--- src/sv/urf_pkg.sv ---
`timescale 1ns / 1ps
// ----------------------------------------------------------------------------
// urf_pkg: shared types and constants of the UART register file
// Item layouts, operation and offset codes, and the bit assignments of the
// line control, interrupt enable and FIFO control registers.
// ----------------------------------------------------------------------------
package urf_pkg;

    // Operation codes
    localparam logic [1:0] OP_BUS_READ   = 2'd0;
    localparam logic [1:0] OP_BUS_WRITE  = 2'd1;
    localparam logic [1:0] OP_RX_BYTE    = 2'd2;
    localparam logic [1:0] OP_SHIFT_DONE = 2'd3;

    // Register offsets
    localparam logic [2:0] OFF_DATA    = 3'd0;
    localparam logic [2:0] OFF_IER     = 3'd1;
    localparam logic [2:0] OFF_ISR_FCR = 3'd2;
    localparam logic [2:0] OFF_LCR     = 3'd3;
    localparam logic [2:0] OFF_MCR     = 3'd4;
    localparam logic [2:0] OFF_LSR     = 3'd5;
    localparam logic [2:0] OFF_MSR     = 3'd6;
    localparam logic [2:0] OFF_SCRATCH = 3'd7;

    // Bit positions
    localparam int unsigned LCR_DLAB   = 7;
    localparam int unsigned IER_RX     = 0;
    localparam int unsigned IER_TX     = 1;
    localparam int unsigned IER_LS     = 2;
    localparam int unsigned FCR_ENABLE = 0;
    localparam int unsigned FCR_CLR_RX = 1;
    localparam int unsigned FCR_CLR_TX = 2;

    // Interrupt identification codes
    localparam logic [7:0] ISR_NONE    = 8'h01;
    localparam logic [7:0] ISR_LINE    = 8'h06;
    localparam logic [7:0] ISR_RXDATA  = 8'h04;
    localparam logic [7:0] ISR_THRE    = 8'h02;
    localparam logic [7:0] ISR_FIFO_ON = 8'hC0;

    typedef struct packed {
        logic [1:0] operation;
        logic [2:0] reg_offset;
        logic [7:0] write_data;
        logic [7:0] line_byte;
    } in_item_t;

    typedef struct packed {
        logic [7:0] read_data;
        logic       tx_valid;
        logic [7:0] tx_byte;
        logic       irq_pending;
    } out_item_t;

    // Per-item control carried alongside the RAM read
    typedef struct packed {
        logic [7:0] rd_value;
        logic       rd_from_rx;
        logic       tx_valid;
        logic       tx_fwd;
        logic [7:0] tx_fwd_data;
        logic       irq;
    } urf_meta_t;

    // Priority encoder of the interrupt identification register
    function automatic logic [7:0] isr_code(input logic [3:0] ier,
                                            input logic       overrun,
                                            input logic       rx_nonempty,
                                            input logic       thre_pend);
        logic [7:0] code;
        code = ISR_NONE;
        if (ier[IER_LS] && overrun) begin
            code = ISR_LINE;
        end else if (ier[IER_RX] && rx_nonempty) begin
            code = ISR_RXDATA;
        end else if (ier[IER_TX] && thre_pend) begin
            code = ISR_THRE;
        end
        return code;
    endfunction

endpackage

--- src/sv/uart_register_file.sv ---
`timescale 1ns / 1ps
// ----------------------------------------------------------------------------
// uart_register_file: 16550-style UART register file
// Bus accesses and line events in, one result item per item out.
// ----------------------------------------------------------------------------
// Usage
//   s_* carries one item per handshake: a bus read or write at offsets 0-7
//   (LCR bit 7 selects the divisor latch at offsets 0 and 1), a byte
//   received from the line, or the transmitter finishing a byte.
//   m_* returns exactly one item for each input item, in order: the read
//   data, the byte handed to the transmit shifter (tx_valid) and the
//   interrupt line as it stands after the item.
//   An accepted item passes the registered read of the receive or transmit
//   FIFO RAM, then the output register, before m_valid. Throughput is one
//   item per cycle while the output is not stalled; registers and FIFO
//   pointers are updated in the accept cycle, so back-to-back items see
//   each other's effects with no bubble.
//   When m_ready is low the output register holds its item, one more item
//   waits in the RAM read stage, and s_ready drops only once both are full.
//   Reset (aresetn low, synchronous) clears all UART registers, pointers and
//   flags; FIFO RAM contents are left as they are and need no clearing.
// ----------------------------------------------------------------------------
module uart_register_file #(
    parameter int RX_FIFO_DEPTH = 16,
    parameter int TX_FIFO_DEPTH = 16
) (
    input  logic                aclk,
    input  logic                aresetn,
    input  logic                s_valid,
    output logic                s_ready,
    input  urf_pkg::in_item_t   s_item,
    output logic                m_valid,
    input  logic                m_ready,
    output urf_pkg::out_item_t  m_item
);

    localparam int RX_AW = (RX_FIFO_DEPTH > 1) ? $clog2(RX_FIFO_DEPTH) : 1;
    localparam int TX_AW = (TX_FIFO_DEPTH > 1) ? $clog2(TX_FIFO_DEPTH) : 1;

    logic               fire;
    logic               advance;
    logic               rx_we, rx_re, tx_we, tx_re;
    logic [RX_AW-1:0]   rx_waddr, rx_raddr;
    logic [TX_AW-1:0]   tx_waddr, tx_raddr;
    logic [7:0]         rx_wdata, tx_wdata, rx_rdata, tx_rdata;
    urf_pkg::urf_meta_t meta;

    logic               p1_valid_reg, p1_valid_next;
    urf_pkg::urf_meta_t p1_meta_reg;
    logic               out_valid_reg, out_valid_next;
    urf_pkg::out_item_t out_item_reg, out_item_next;

    assign advance = !out_valid_reg || m_ready;
    assign s_ready = !p1_valid_reg || advance;
    assign fire    = s_valid && s_ready;

    urf_ctrl #(
        .RX_FIFO_DEPTH (RX_FIFO_DEPTH),
        .TX_FIFO_DEPTH (TX_FIFO_DEPTH)
    ) u_ctrl (
        .aclk     (aclk),
        .aresetn  (aresetn),
        .fire     (fire),
        .item     (s_item),
        .rx_we    (rx_we),
        .rx_waddr (rx_waddr),
        .rx_wdata (rx_wdata),
        .rx_re    (rx_re),
        .rx_raddr (rx_raddr),
        .tx_we    (tx_we),
        .tx_waddr (tx_waddr),
        .tx_wdata (tx_wdata),
        .tx_re    (tx_re),
        .tx_raddr (tx_raddr),
        .meta     (meta)
    );

    urf_ram #(
        .WIDTH (8),
        .DEPTH (RX_FIFO_DEPTH)
    ) u_rx_ram (
        .aclk  (aclk),
        .we    (rx_we),
        .waddr (rx_waddr),
        .wdata (rx_wdata),
        .re    (rx_re),
        .raddr (rx_raddr),
        .rdata (rx_rdata)
    );

    urf_ram #(
        .WIDTH (8),
        .DEPTH (TX_FIFO_DEPTH)
    ) u_tx_ram (
        .aclk  (aclk),
        .we    (tx_we),
        .waddr (tx_waddr),
        .wdata (tx_wdata),
        .re    (tx_re),
        .raddr (tx_raddr),
        .rdata (tx_rdata)
    );

    // RAM read stage: holds item control while the read completes
    assign p1_valid_next = fire || (p1_valid_reg && !advance);

    always_ff @(posedge aclk) begin
        if (!aresetn) begin
            p1_valid_reg <= 1'b0;
        end else begin
            p1_valid_reg <= p1_valid_next;
        end
    end

    always_ff @(posedge aclk) begin
        if (fire) begin
            p1_meta_reg <= meta;
        end
    end

    // Result assembly: merge RAM data with the stage control
    always_comb begin
        out_item_next.read_data   = p1_meta_reg.rd_from_rx ? rx_rdata
                                                           : p1_meta_reg.rd_value;
        out_item_next.tx_valid    = p1_meta_reg.tx_valid;
        out_item_next.tx_byte     = !p1_meta_reg.tx_valid ? 8'h00 :
                                    p1_meta_reg.tx_fwd    ? p1_meta_reg.tx_fwd_data
                                                          : tx_rdata;
        out_item_next.irq_pending = p1_meta_reg.irq;
    end

    assign out_valid_next = advance ? p1_valid_reg : out_valid_reg;

    // Output register
    always_ff @(posedge aclk) begin
        if (!aresetn) begin
            out_valid_reg <= 1'b0;
        end else begin
            out_valid_reg <= out_valid_next;
        end
    end

    always_ff @(posedge aclk) begin
        if (advance && p1_valid_reg) begin
            out_item_reg <= out_item_next;
        end
    end

    assign m_valid = out_valid_reg;
    assign m_item  = out_item_reg;

    // Back-pressure reaches the input only when both stages are full
    a_stall_cause: assert property (@(posedge aclk) disable iff (!aresetn)
        !s_ready |-> (p1_valid_reg && out_valid_reg && !m_ready))
        else $error("s_ready low without both stages full and stalled");

    // An accepted item always occupies the RAM read stage next cycle
    a_fire_loads: assert property (@(posedge aclk) disable iff (!aresetn)
        fire |=> p1_valid_reg)
        else $error("accepted item lost before RAM read stage");

    // No transmit byte shown unless one was handed to the shifter
    a_tx_quiet: assert property (@(posedge aclk) disable iff (!aresetn)
        (m_valid && !m_item.tx_valid) |-> (m_item.tx_byte == 8'h00))
        else $error("tx_byte nonzero without tx_valid");

    // A stage stuck behind a stalled output keeps its RAM data still
    a_ram_hold: assert property (@(posedge aclk) disable iff (!aresetn)
        (p1_valid_reg && !advance) |-> (!rx_re && !tx_re))
        else $error("FIFO RAM read issued while read stage is blocked");

endmodule

--- src/sv/urf_ram.sv ---
`timescale 1ns / 1ps
// ----------------------------------------------------------------------------
// urf_ram: generic single-write, single-read RAM
// One write port and one read port; read data registered.
// ----------------------------------------------------------------------------
module urf_ram #(
    parameter int WIDTH = 8,
    parameter int DEPTH = 16,
    localparam int AW   = (DEPTH > 1) ? $clog2(DEPTH) : 1
) (
    input  logic             aclk,
    input  logic             we,
    input  logic [AW-1:0]    waddr,
    input  logic [WIDTH-1:0] wdata,
    input  logic             re,
    input  logic [AW-1:0]    raddr,
    output logic [WIDTH-1:0] rdata
);

    logic [WIDTH-1:0] mem [DEPTH];

    always_ff @(posedge aclk) begin
        if (we) begin
            mem[waddr] <= wdata;
        end
        if (re) begin
            rdata <= mem[raddr];
        end
    end

endmodule

--- src/sv/urf_ctrl.sv ---
`timescale 1ns / 1ps
// ----------------------------------------------------------------------------
// urf_ctrl: register bank and FIFO pointer control
// Decodes each accepted item, updates the UART registers and FIFO pointers,
// issues the FIFO RAM reads and writes, and passes per-item control onward.
// ----------------------------------------------------------------------------
module urf_ctrl #(
    parameter int RX_FIFO_DEPTH = 16,
    parameter int TX_FIFO_DEPTH = 16,
    localparam int RX_AW = (RX_FIFO_DEPTH > 1) ? $clog2(RX_FIFO_DEPTH) : 1,
    localparam int TX_AW = (TX_FIFO_DEPTH > 1) ? $clog2(TX_FIFO_DEPTH) : 1
) (
    input  logic                aclk,
    input  logic                aresetn,
    input  logic                fire,
    input  urf_pkg::in_item_t   item,
    output logic                rx_we,
    output logic [RX_AW-1:0]    rx_waddr,
    output logic [7:0]          rx_wdata,
    output logic                rx_re,
    output logic [RX_AW-1:0]    rx_raddr,
    output logic                tx_we,
    output logic [TX_AW-1:0]    tx_waddr,
    output logic [7:0]          tx_wdata,
    output logic                tx_re,
    output logic [TX_AW-1:0]    tx_raddr,
    output urf_pkg::urf_meta_t  meta
);

    localparam int RX_FW = $clog2(RX_FIFO_DEPTH + 1);
    localparam int TX_FW = $clog2(TX_FIFO_DEPTH + 1);
    localparam int RX_SW = RX_FW + 1;
    localparam int TX_SW = TX_FW + 1;

    // State registers
    logic [RX_AW-1:0] rx_head_reg, rx_head_next;
    logic [RX_FW-1:0] rx_fill_reg, rx_fill_next;
    logic [TX_AW-1:0] tx_head_reg, tx_head_next;
    logic [TX_FW-1:0] tx_fill_reg, tx_fill_next;
    logic [3:0]       ier_reg, ier_next;
    logic [7:0]       lcr_reg, lcr_next;
    logic [4:0]       mcr_reg, mcr_next;
    logic [7:0]       dll_reg, dll_next;
    logic [7:0]       dlm_reg, dlm_next;
    logic [7:0]       scr_reg, scr_next;
    logic             fifo_on_reg, fifo_on_next;
    logic             overrun_reg, overrun_next;
    logic             busy_reg, busy_next;
    logic             thre_pend_reg, thre_pend_next;

    logic             dlab;
    logic [RX_FW-1:0] rx_cap;
    logic [TX_FW-1:0] tx_cap;
    logic [RX_SW-1:0] rx_tail_sum;
    logic [TX_SW-1:0] tx_tail_sum;
    logic [RX_AW-1:0] rx_tail;
    logic [TX_AW-1:0] tx_tail;
    logic [7:0]       isr_now;
    logic             fcr_en, fcr_clr_rx, fcr_clr_tx;

    // Pointer increment with wrap at the FIFO depth
    function automatic logic [RX_AW-1:0] rx_inc(input logic [RX_AW-1:0] p);
        logic [RX_FW-1:0] t;
        t = RX_FW'(p) + RX_FW'(1);
        return (t == RX_FW'(RX_FIFO_DEPTH)) ? '0 : t[RX_AW-1:0];
    endfunction

    function automatic logic [TX_AW-1:0] tx_inc(input logic [TX_AW-1:0] p);
        logic [TX_FW-1:0] t;
        t = TX_FW'(p) + TX_FW'(1);
        return (t == TX_FW'(TX_FIFO_DEPTH)) ? '0 : t[TX_AW-1:0];
    endfunction

    assign dlab   = lcr_reg[urf_pkg::LCR_DLAB];
    assign rx_cap = fifo_on_reg ? RX_FW'(RX_FIFO_DEPTH) : RX_FW'(1);
    assign tx_cap = fifo_on_reg ? TX_FW'(TX_FIFO_DEPTH) : TX_FW'(1);

    // Tail (push) addresses: head + fill, wrapped once
    always_comb begin
        rx_tail_sum = RX_SW'(rx_head_reg) + RX_SW'(rx_fill_reg);
        if (rx_tail_sum >= RX_SW'(RX_FIFO_DEPTH)) begin
            rx_tail_sum = rx_tail_sum - RX_SW'(RX_FIFO_DEPTH);
        end
        tx_tail_sum = TX_SW'(tx_head_reg) + TX_SW'(tx_fill_reg);
        if (tx_tail_sum >= TX_SW'(TX_FIFO_DEPTH)) begin
            tx_tail_sum = tx_tail_sum - TX_SW'(TX_FIFO_DEPTH);
        end
    end

    assign rx_tail = rx_tail_sum[RX_AW-1:0];
    assign tx_tail = tx_tail_sum[TX_AW-1:0];

    assign isr_now = urf_pkg::isr_code(ier_reg, overrun_reg, rx_fill_reg != '0,
                                       thre_pend_reg);

    assign fcr_en     = item.write_data[urf_pkg::FCR_ENABLE];
    assign fcr_clr_rx = item.write_data[urf_pkg::FCR_CLR_RX] || (fcr_en != fifo_on_reg);
    assign fcr_clr_tx = item.write_data[urf_pkg::FCR_CLR_TX] || (fcr_en != fifo_on_reg);

    // Item decode and next-state logic
    always_comb begin
        rx_head_next   = rx_head_reg;
        rx_fill_next   = rx_fill_reg;
        tx_head_next   = tx_head_reg;
        tx_fill_next   = tx_fill_reg;
        ier_next       = ier_reg;
        lcr_next       = lcr_reg;
        mcr_next       = mcr_reg;
        dll_next       = dll_reg;
        dlm_next       = dlm_reg;
        scr_next       = scr_reg;
        fifo_on_next   = fifo_on_reg;
        overrun_next   = overrun_reg;
        busy_next      = busy_reg;
        thre_pend_next = thre_pend_reg;

        rx_we    = 1'b0;
        rx_waddr = rx_tail;
        rx_wdata = item.line_byte;
        rx_re    = 1'b0;
        rx_raddr = rx_head_reg;
        tx_we    = 1'b0;
        tx_waddr = tx_tail;
        tx_wdata = item.write_data;
        tx_re    = 1'b0;
        tx_raddr = tx_head_reg;
        meta     = '0;

        case (item.operation)
            urf_pkg::OP_BUS_READ: begin
                case (item.reg_offset)
                    urf_pkg::OFF_DATA: begin
                        if (dlab) begin
                            meta.rd_value = dll_reg;
                        end else if (rx_fill_reg != '0) begin
                            rx_re           = fire;
                            meta.rd_from_rx = 1'b1;
                            rx_head_next    = rx_inc(rx_head_reg);
                            rx_fill_next    = rx_fill_reg - RX_FW'(1);
                        end
                    end
                    urf_pkg::OFF_IER: begin
                        meta.rd_value = dlab ? dlm_reg : {4'b0, ier_reg};
                    end
                    urf_pkg::OFF_ISR_FCR: begin
                        if (isr_now == urf_pkg::ISR_THRE) begin
                            thre_pend_next = 1'b0;
                        end
                        meta.rd_value = fifo_on_reg ? (isr_now | urf_pkg::ISR_FIFO_ON)
                                                    : isr_now;
                    end
                    urf_pkg::OFF_LCR: meta.rd_value = lcr_reg;
                    urf_pkg::OFF_MCR: meta.rd_value = {3'b0, mcr_reg};
                    urf_pkg::OFF_LSR: begin
                        // DR, OE, THRE, TEMT
                        meta.rd_value = {1'b0,
                                         (tx_fill_reg == '0) && !busy_reg,
                                         tx_fill_reg == '0,
                                         3'b0,
                                         overrun_reg,
                                         rx_fill_reg != '0};
                        overrun_next  = 1'b0;
                    end
                    urf_pkg::OFF_SCRATCH: meta.rd_value = scr_reg;
                    default: meta.rd_value = '0;
                endcase
            end
            urf_pkg::OP_BUS_WRITE: begin
                case (item.reg_offset)
                    urf_pkg::OFF_DATA: begin
                        if (dlab) begin
                            dll_next = item.write_data;
                        end else begin
                            thre_pend_next = 1'b0;
                            if (tx_fill_reg < tx_cap) begin
                                tx_we        = fire;
                                tx_fill_next = tx_fill_reg + TX_FW'(1);
                            end
                        end
                    end
                    urf_pkg::OFF_IER: begin
                        if (dlab) begin
                            dlm_next = item.write_data;
                        end else begin
                            ier_next = item.write_data[3:0];
                            if (!ier_reg[urf_pkg::IER_TX] &&
                                item.write_data[urf_pkg::IER_TX] &&
                                (tx_fill_reg == '0)) begin
                                thre_pend_next = 1'b1;
                            end
                        end
                    end
                    urf_pkg::OFF_ISR_FCR: begin
                        fifo_on_next = fcr_en;
                        if (fcr_clr_rx) begin
                            rx_head_next = '0;
                            rx_fill_next = '0;
                        end
                        if (fcr_clr_tx) begin
                            tx_head_next = '0;
                            tx_fill_next = '0;
                        end
                    end
                    urf_pkg::OFF_LCR:     lcr_next = item.write_data;
                    urf_pkg::OFF_MCR:     mcr_next = item.write_data[4:0];
                    urf_pkg::OFF_SCRATCH: scr_next = item.write_data;
                    default: ;
                endcase
            end
            urf_pkg::OP_RX_BYTE: begin
                if (rx_fill_reg < rx_cap) begin
                    rx_we        = fire;
                    rx_fill_next = rx_fill_reg + RX_FW'(1);
                end else begin
                    overrun_next = 1'b1;
                end
            end
            default: begin
                busy_next = 1'b0;
            end
        endcase

        // Idle shifter takes the next byte from the transmit FIFO
        if (!busy_next && (tx_fill_next != '0)) begin
            tx_re            = fire;
            tx_raddr         = tx_head_next;
            meta.tx_valid    = 1'b1;
            // Byte pushed by this same item: RAM not yet written, forward it
            meta.tx_fwd      = tx_we && (tx_waddr == tx_head_next);
            meta.tx_fwd_data = item.write_data;
            tx_head_next     = tx_inc(tx_head_next);
            tx_fill_next     = tx_fill_next - TX_FW'(1);
            busy_next        = 1'b1;
            if (tx_fill_next == '0) begin
                thre_pend_next = 1'b1;
            end
        end

        meta.irq = urf_pkg::isr_code(ier_next, overrun_next, rx_fill_next != '0,
                                     thre_pend_next) != urf_pkg::ISR_NONE;
    end

    // State update on each accepted item
    always_ff @(posedge aclk) begin
        if (!aresetn) begin
            rx_head_reg   <= '0;
            rx_fill_reg   <= '0;
            tx_head_reg   <= '0;
            tx_fill_reg   <= '0;
            ier_reg       <= '0;
            lcr_reg       <= '0;
            mcr_reg       <= '0;
            dll_reg       <= '0;
            dlm_reg       <= '0;
            scr_reg       <= '0;
            fifo_on_reg   <= 1'b0;
            overrun_reg   <= 1'b0;
            busy_reg      <= 1'b0;
            thre_pend_reg <= 1'b0;
        end else if (fire) begin
            rx_head_reg   <= rx_head_next;
            rx_fill_reg   <= rx_fill_next;
            tx_head_reg   <= tx_head_next;
            tx_fill_reg   <= tx_fill_next;
            ier_reg       <= ier_next;
            lcr_reg       <= lcr_next;
            mcr_reg       <= mcr_next;
            dll_reg       <= dll_next;
            dlm_reg       <= dlm_next;
            scr_reg       <= scr_next;
            fifo_on_reg   <= fifo_on_next;
            overrun_reg   <= overrun_next;
            busy_reg      <= busy_next;
            thre_pend_reg <= thre_pend_next;
        end
    end

endmodule

--- config.mk ---
export PLATFORM = sky130hd
export DESIGN_NAME = uart_register_file
export DESIGN_NICKNAME = d
export VERILOG_FILES = /design/src/sv/urf_pkg.sv /design/src/sv/uart_register_file.sv /design/src/sv/urf_ram.sv /design/src/sv/urf_ctrl.sv
export SDC_FILE = /design/constraint.sdc
export NUM_CORES = 1
export LEC_CHECK = 0
export ABC_AREA = 1
export BUFFER_PORTS_ARGS = -buffer_cell sky130_fd_sc_hd__buf_2
export CORE_UTILIZATION = 48
export CTS_BUF_LIST = sky130_fd_sc_hd__clkbuf_4 sky130_fd_sc_hd__clkbuf_8 sky130_fd_sc_hd__clkbuf_16
export DETAILED_ROUTE_END_ITERATION = 10
export PLACE_DENSITY = 0.7
export SETUP_SLACK_MARGIN = 0.1
export SLEW_MARGIN = 25
export SYNTH_ARGS = -nofsm -noshare
export SYNTH_HDL_FRONTEND = slang
export SYNTH_HIERARCHICAL = 1
export SYNTH_SLANG_ARGS = --single-unit
export TNS_END_PERCENT = 50
--- constraint.sdc ---
create_clock -name aclk -period 3.95 [get_ports aclk]
set_input_delay 0.395 -clock aclk [delete_from_list [all_inputs] [get_ports aclk]]
set_output_delay 0.395 -clock aclk [all_outputs]
set_load 0.02 [all_outputs]
==> impl_results.md <==
- Number of H-tree levels: 2
- HPWL Detailed: 26.6 mm
- Crit path max fanout: 32
- Die footprint: 37100 um2
- Vias per cell: around 5.4
- Leakage power: approximately 0.008 uW
- Detailed Route WL: roughly 41 mm
- Power per cell area: 528 nW/um2
- Final Util: 0.538
- RR Startpoint: u_ctrl/fifo_on_reg$_SDFFE_PN0P_
- Yosys top cell by area: edfxtp_1
- Synth top area share: 0.534
- Hold buffers post-CTS: 0
- Failing checks: design-rule violations
- Io pins: 45
- Final setup vio count: 0
- Die Span Y: 193 um
- Setup crit end kind: flip-flop
- Hold_sp: s_valid
- Final period util: 0.883
- Worst hold slack: between 0.08 and 0.09 ns
- Initial Utilization: 0.489
- CTS tree: built
- Setup bufs post-CTS: 0
- CTS clk-pin slew, worst paths: 0.06 ns
- Avg Synthesized Cell Area: 9.51 um2
- Root cell of the clock tree: clkbuf_16
- Via Count: 12.6k
- GRT Overall Usage: 0.227
- Crit-path max cell delay: 0.44 ns
- Fillers: around 3.1k
- Required time worst endpoint: 4.26 ns
- Later-pin clock latency in the skew report: between 0.5 and 0.6 ns
- Top Registers: u_rx_ram/mem x128, u_tx_ram/mem x128
- Most common cell on crit path: nand3_1
- Status: complete, but fails checks
- Number of flops mapped to enable cells by yosys: between 300 and 400
- Critical path origin: u_ctrl/fifo_on_reg$_SDFFE_PN0P_
- MaxCap Viol Count: 0
- CP max stage cell: dfxtp_1
- Final Hold Fails: 0
- Cells after Synth: 1833
- Tightest Pin Transition: 0.974 ns
- Routed Antenna Nets: 0
- Largest net degree at the start of global routing: 70
- Drt wl/cell: 17.6 um
- Ys flop type: edfxtp_1
- Num CTS Buffers: 40
- Minimum clock period: between 3 and 4 ns
- Core box area: ~36000 um2
- CP Class: flip-flop to flip-flop
- DRT iter0 DRCs: ~1.2k
- Mapped Area: 17400 um2
- Post-route setup TNS: 0 ns
- CTS resizes: 0
- RSZ-0062 raised after global routing: no
- Number of global-route vias before repair: 11.8k
- Proportion of layout cells with a drive suffix above 1: 0.0986
- Syn nets: approximately 1.9k
- Yosys warning count: 6
- Site row count: 69
- Slew Limit Fails: 0
- Nets@finish: 1899
- Synth top area cells: edfxtp_1 53%, nand2_1 10%, dfxtp_1 7.5%
- Register bit total from synthesis: ~380
- Placer congestion estimate: 0.905
- CP startpoint kind: flip-flop
- Setup Skew: 0.0204 ns
- Hold crit path type: primary input to flip-flop
- Ant. Diodes: 0
- Asr flop ratio synth: 0
- Distinct cell type count after synthesis: 54
- # DRC: 2
- GRT overflow: 0
- Max-slew headroom: 0.346
- Worst-case clock buffer depth: 3
- P&R area growth vs syn: 10.1%
- CTS Sinks: between 300 and 400
- Fmax: around 290 MHz
- Post-synthesis sequential area ratio: 0.608
- Arrival time at the worst endpoint: 3.80 ns
- Worst-path cell chain: inv_2 -> ha_1 -> inv_1 -> nand3_1 -> nand2_2 -> nand2_1 -> nand3_1 -> nand2_1 -> inv_1 -> ha_1 -> a21boi_2 -> nand2_4 -> nand2_8 -> nor2_2 -> nor2_4 -> inv_2 -> buf_4 -> nand2_1 -> nand3_1 -> nand3_1 -> nand3_1 -> nand2_1
- Worst VDD drop: 0.342 mV
- TritonRoute pass-1 iters: 9
- First-pass GRT wire length: 64.5 mm
- Die Wd: 193 um
- Antenna violations before repair: 0
- Port-buffer cells: between 40 and 50
[cell type report]
cell class                      instances  area, um2  area share
Clock buffer                           53       1110      0.0579
Clock inverter                         20        234      0.0122
Tap cell                              461        577      0.0301
Inverter                              296       1110      0.0580
Multi-Input combinational cell       1078       5160       0.269
Sequential cell                       375      10600       0.553
Timing Repair Buffer                   64        383      0.0199
[layer usage]
layer | global-route usage | wire length, um
met1 | 0.314 | 17500
met4 | 0.0687 | 1020
met2 | 0.364 | 19300
met5 | 0 | 0
met3 | 0.0386 | 3390
[logic make-up after synthesis]
family / Yosys count / share of synthesized area
AND/OR/NAND/NOR: 853 / 0.213
buffers and inverters: 380 / 0.0967
flip-flops: 375 / 0.608
AO/OA/AOI/OAI: 195 / 0.0619
adder cells (fa/ha/maj): 19 / 0.0145
XOR/XNOR: 11 / 0.00553
[worst max-delay path: cells and delay by family (launching register included)]
family	cells	cell delay (ns)
buf+inv	5	0.58
flops	1	0.44
compound gates	1	0.17
simple gates	14	1.58
fa+ha+maj	2	0.48
[stage by stage]
step	total power, uW	cell area [um2]	instances	worst slack, ns
2_1_floorplan	6010	17400	1833	0.864
3_3_place_gp	6360	17800	2274	0.441
3_5_place_dp	6390	17800	2274	0.376
4_1_cts	10200	19200	2347	0.503
5_1_grt	10600	19200	2347	0.125
6_report	10100	19200	2347	0.462
[cell usage after synthesis (8+ instances only)]
master / instances
a21oi_1: 76
buf_2: 33
buf_4: 25
buf_6: 14
clkbuf_1: 8
dfxtp_1: 65
edfxtp_1: 310
ha_1: 17
inv_1: 280
inv_2: 15
nand2_1: 468
nand2_2: 8
nand3_1: 224
nand4_1: 11
nor2_1: 108
nor3_1: 8
o21ai_0: 84
[layout by cell type (no fill, tap or decap), types with 2 or more instances in the layout]
master and count:
a211oi_1 7, a21oi_1 75, a21oi_2 3, a221oi_1 4, a22oi_1 2, a31oi_1 4, a32oi_1 2, buf_2 44
buf_4 19, bufinv_16 4, clkbuf_16 40, clkbuf_4 11, clkbuf_8 2, clkinv_1 5, clkinv_2 6, clkinvlp_4 2
dfxtp_1 64, edfxtp_1 310, fa_1 2, ha_1 17, inv_1 280, inv_2 14, inv_6 2, nand2_1 468
nand2_2 8, nand2_4 2, nand3_1 224, nand3b_1 5, nand4_1 11, nor2_1 106, nor2_2 5, nor2_4 5
nor3_1 8, nor3_4 2, o211ai_1 2, o21ai_0 84, o21ai_1 3, xnor2_1 7, xor2_1 4
[worst paths after layout]
kind              slack (ns)  depth (start not counted)                           to
setup / recovery        0.46                         22  u_tx_ram/rdata[3]$_DFFE_PP_
hold / removal          0.09                          3      p1_valid_reg$_SDFF_PN0_
setup reg to reg        0.46                         22  u_tx_ram/rdata[3]$_DFFE_PP_
hold reg to reg         0.45                          0          m_item[0]$_DFFE_PP_
[power by group]
group / switching [uW] / internal, uW / total, uW / leakage [uW]
clock: 1530 / 2260 / 3800 / 0.000670
sequential: 115 / 4450 / 4570 / 0.00335
combinational: 1240 / 536 / 1770 / 0.00402
Power figures use the tool's default switching activity.
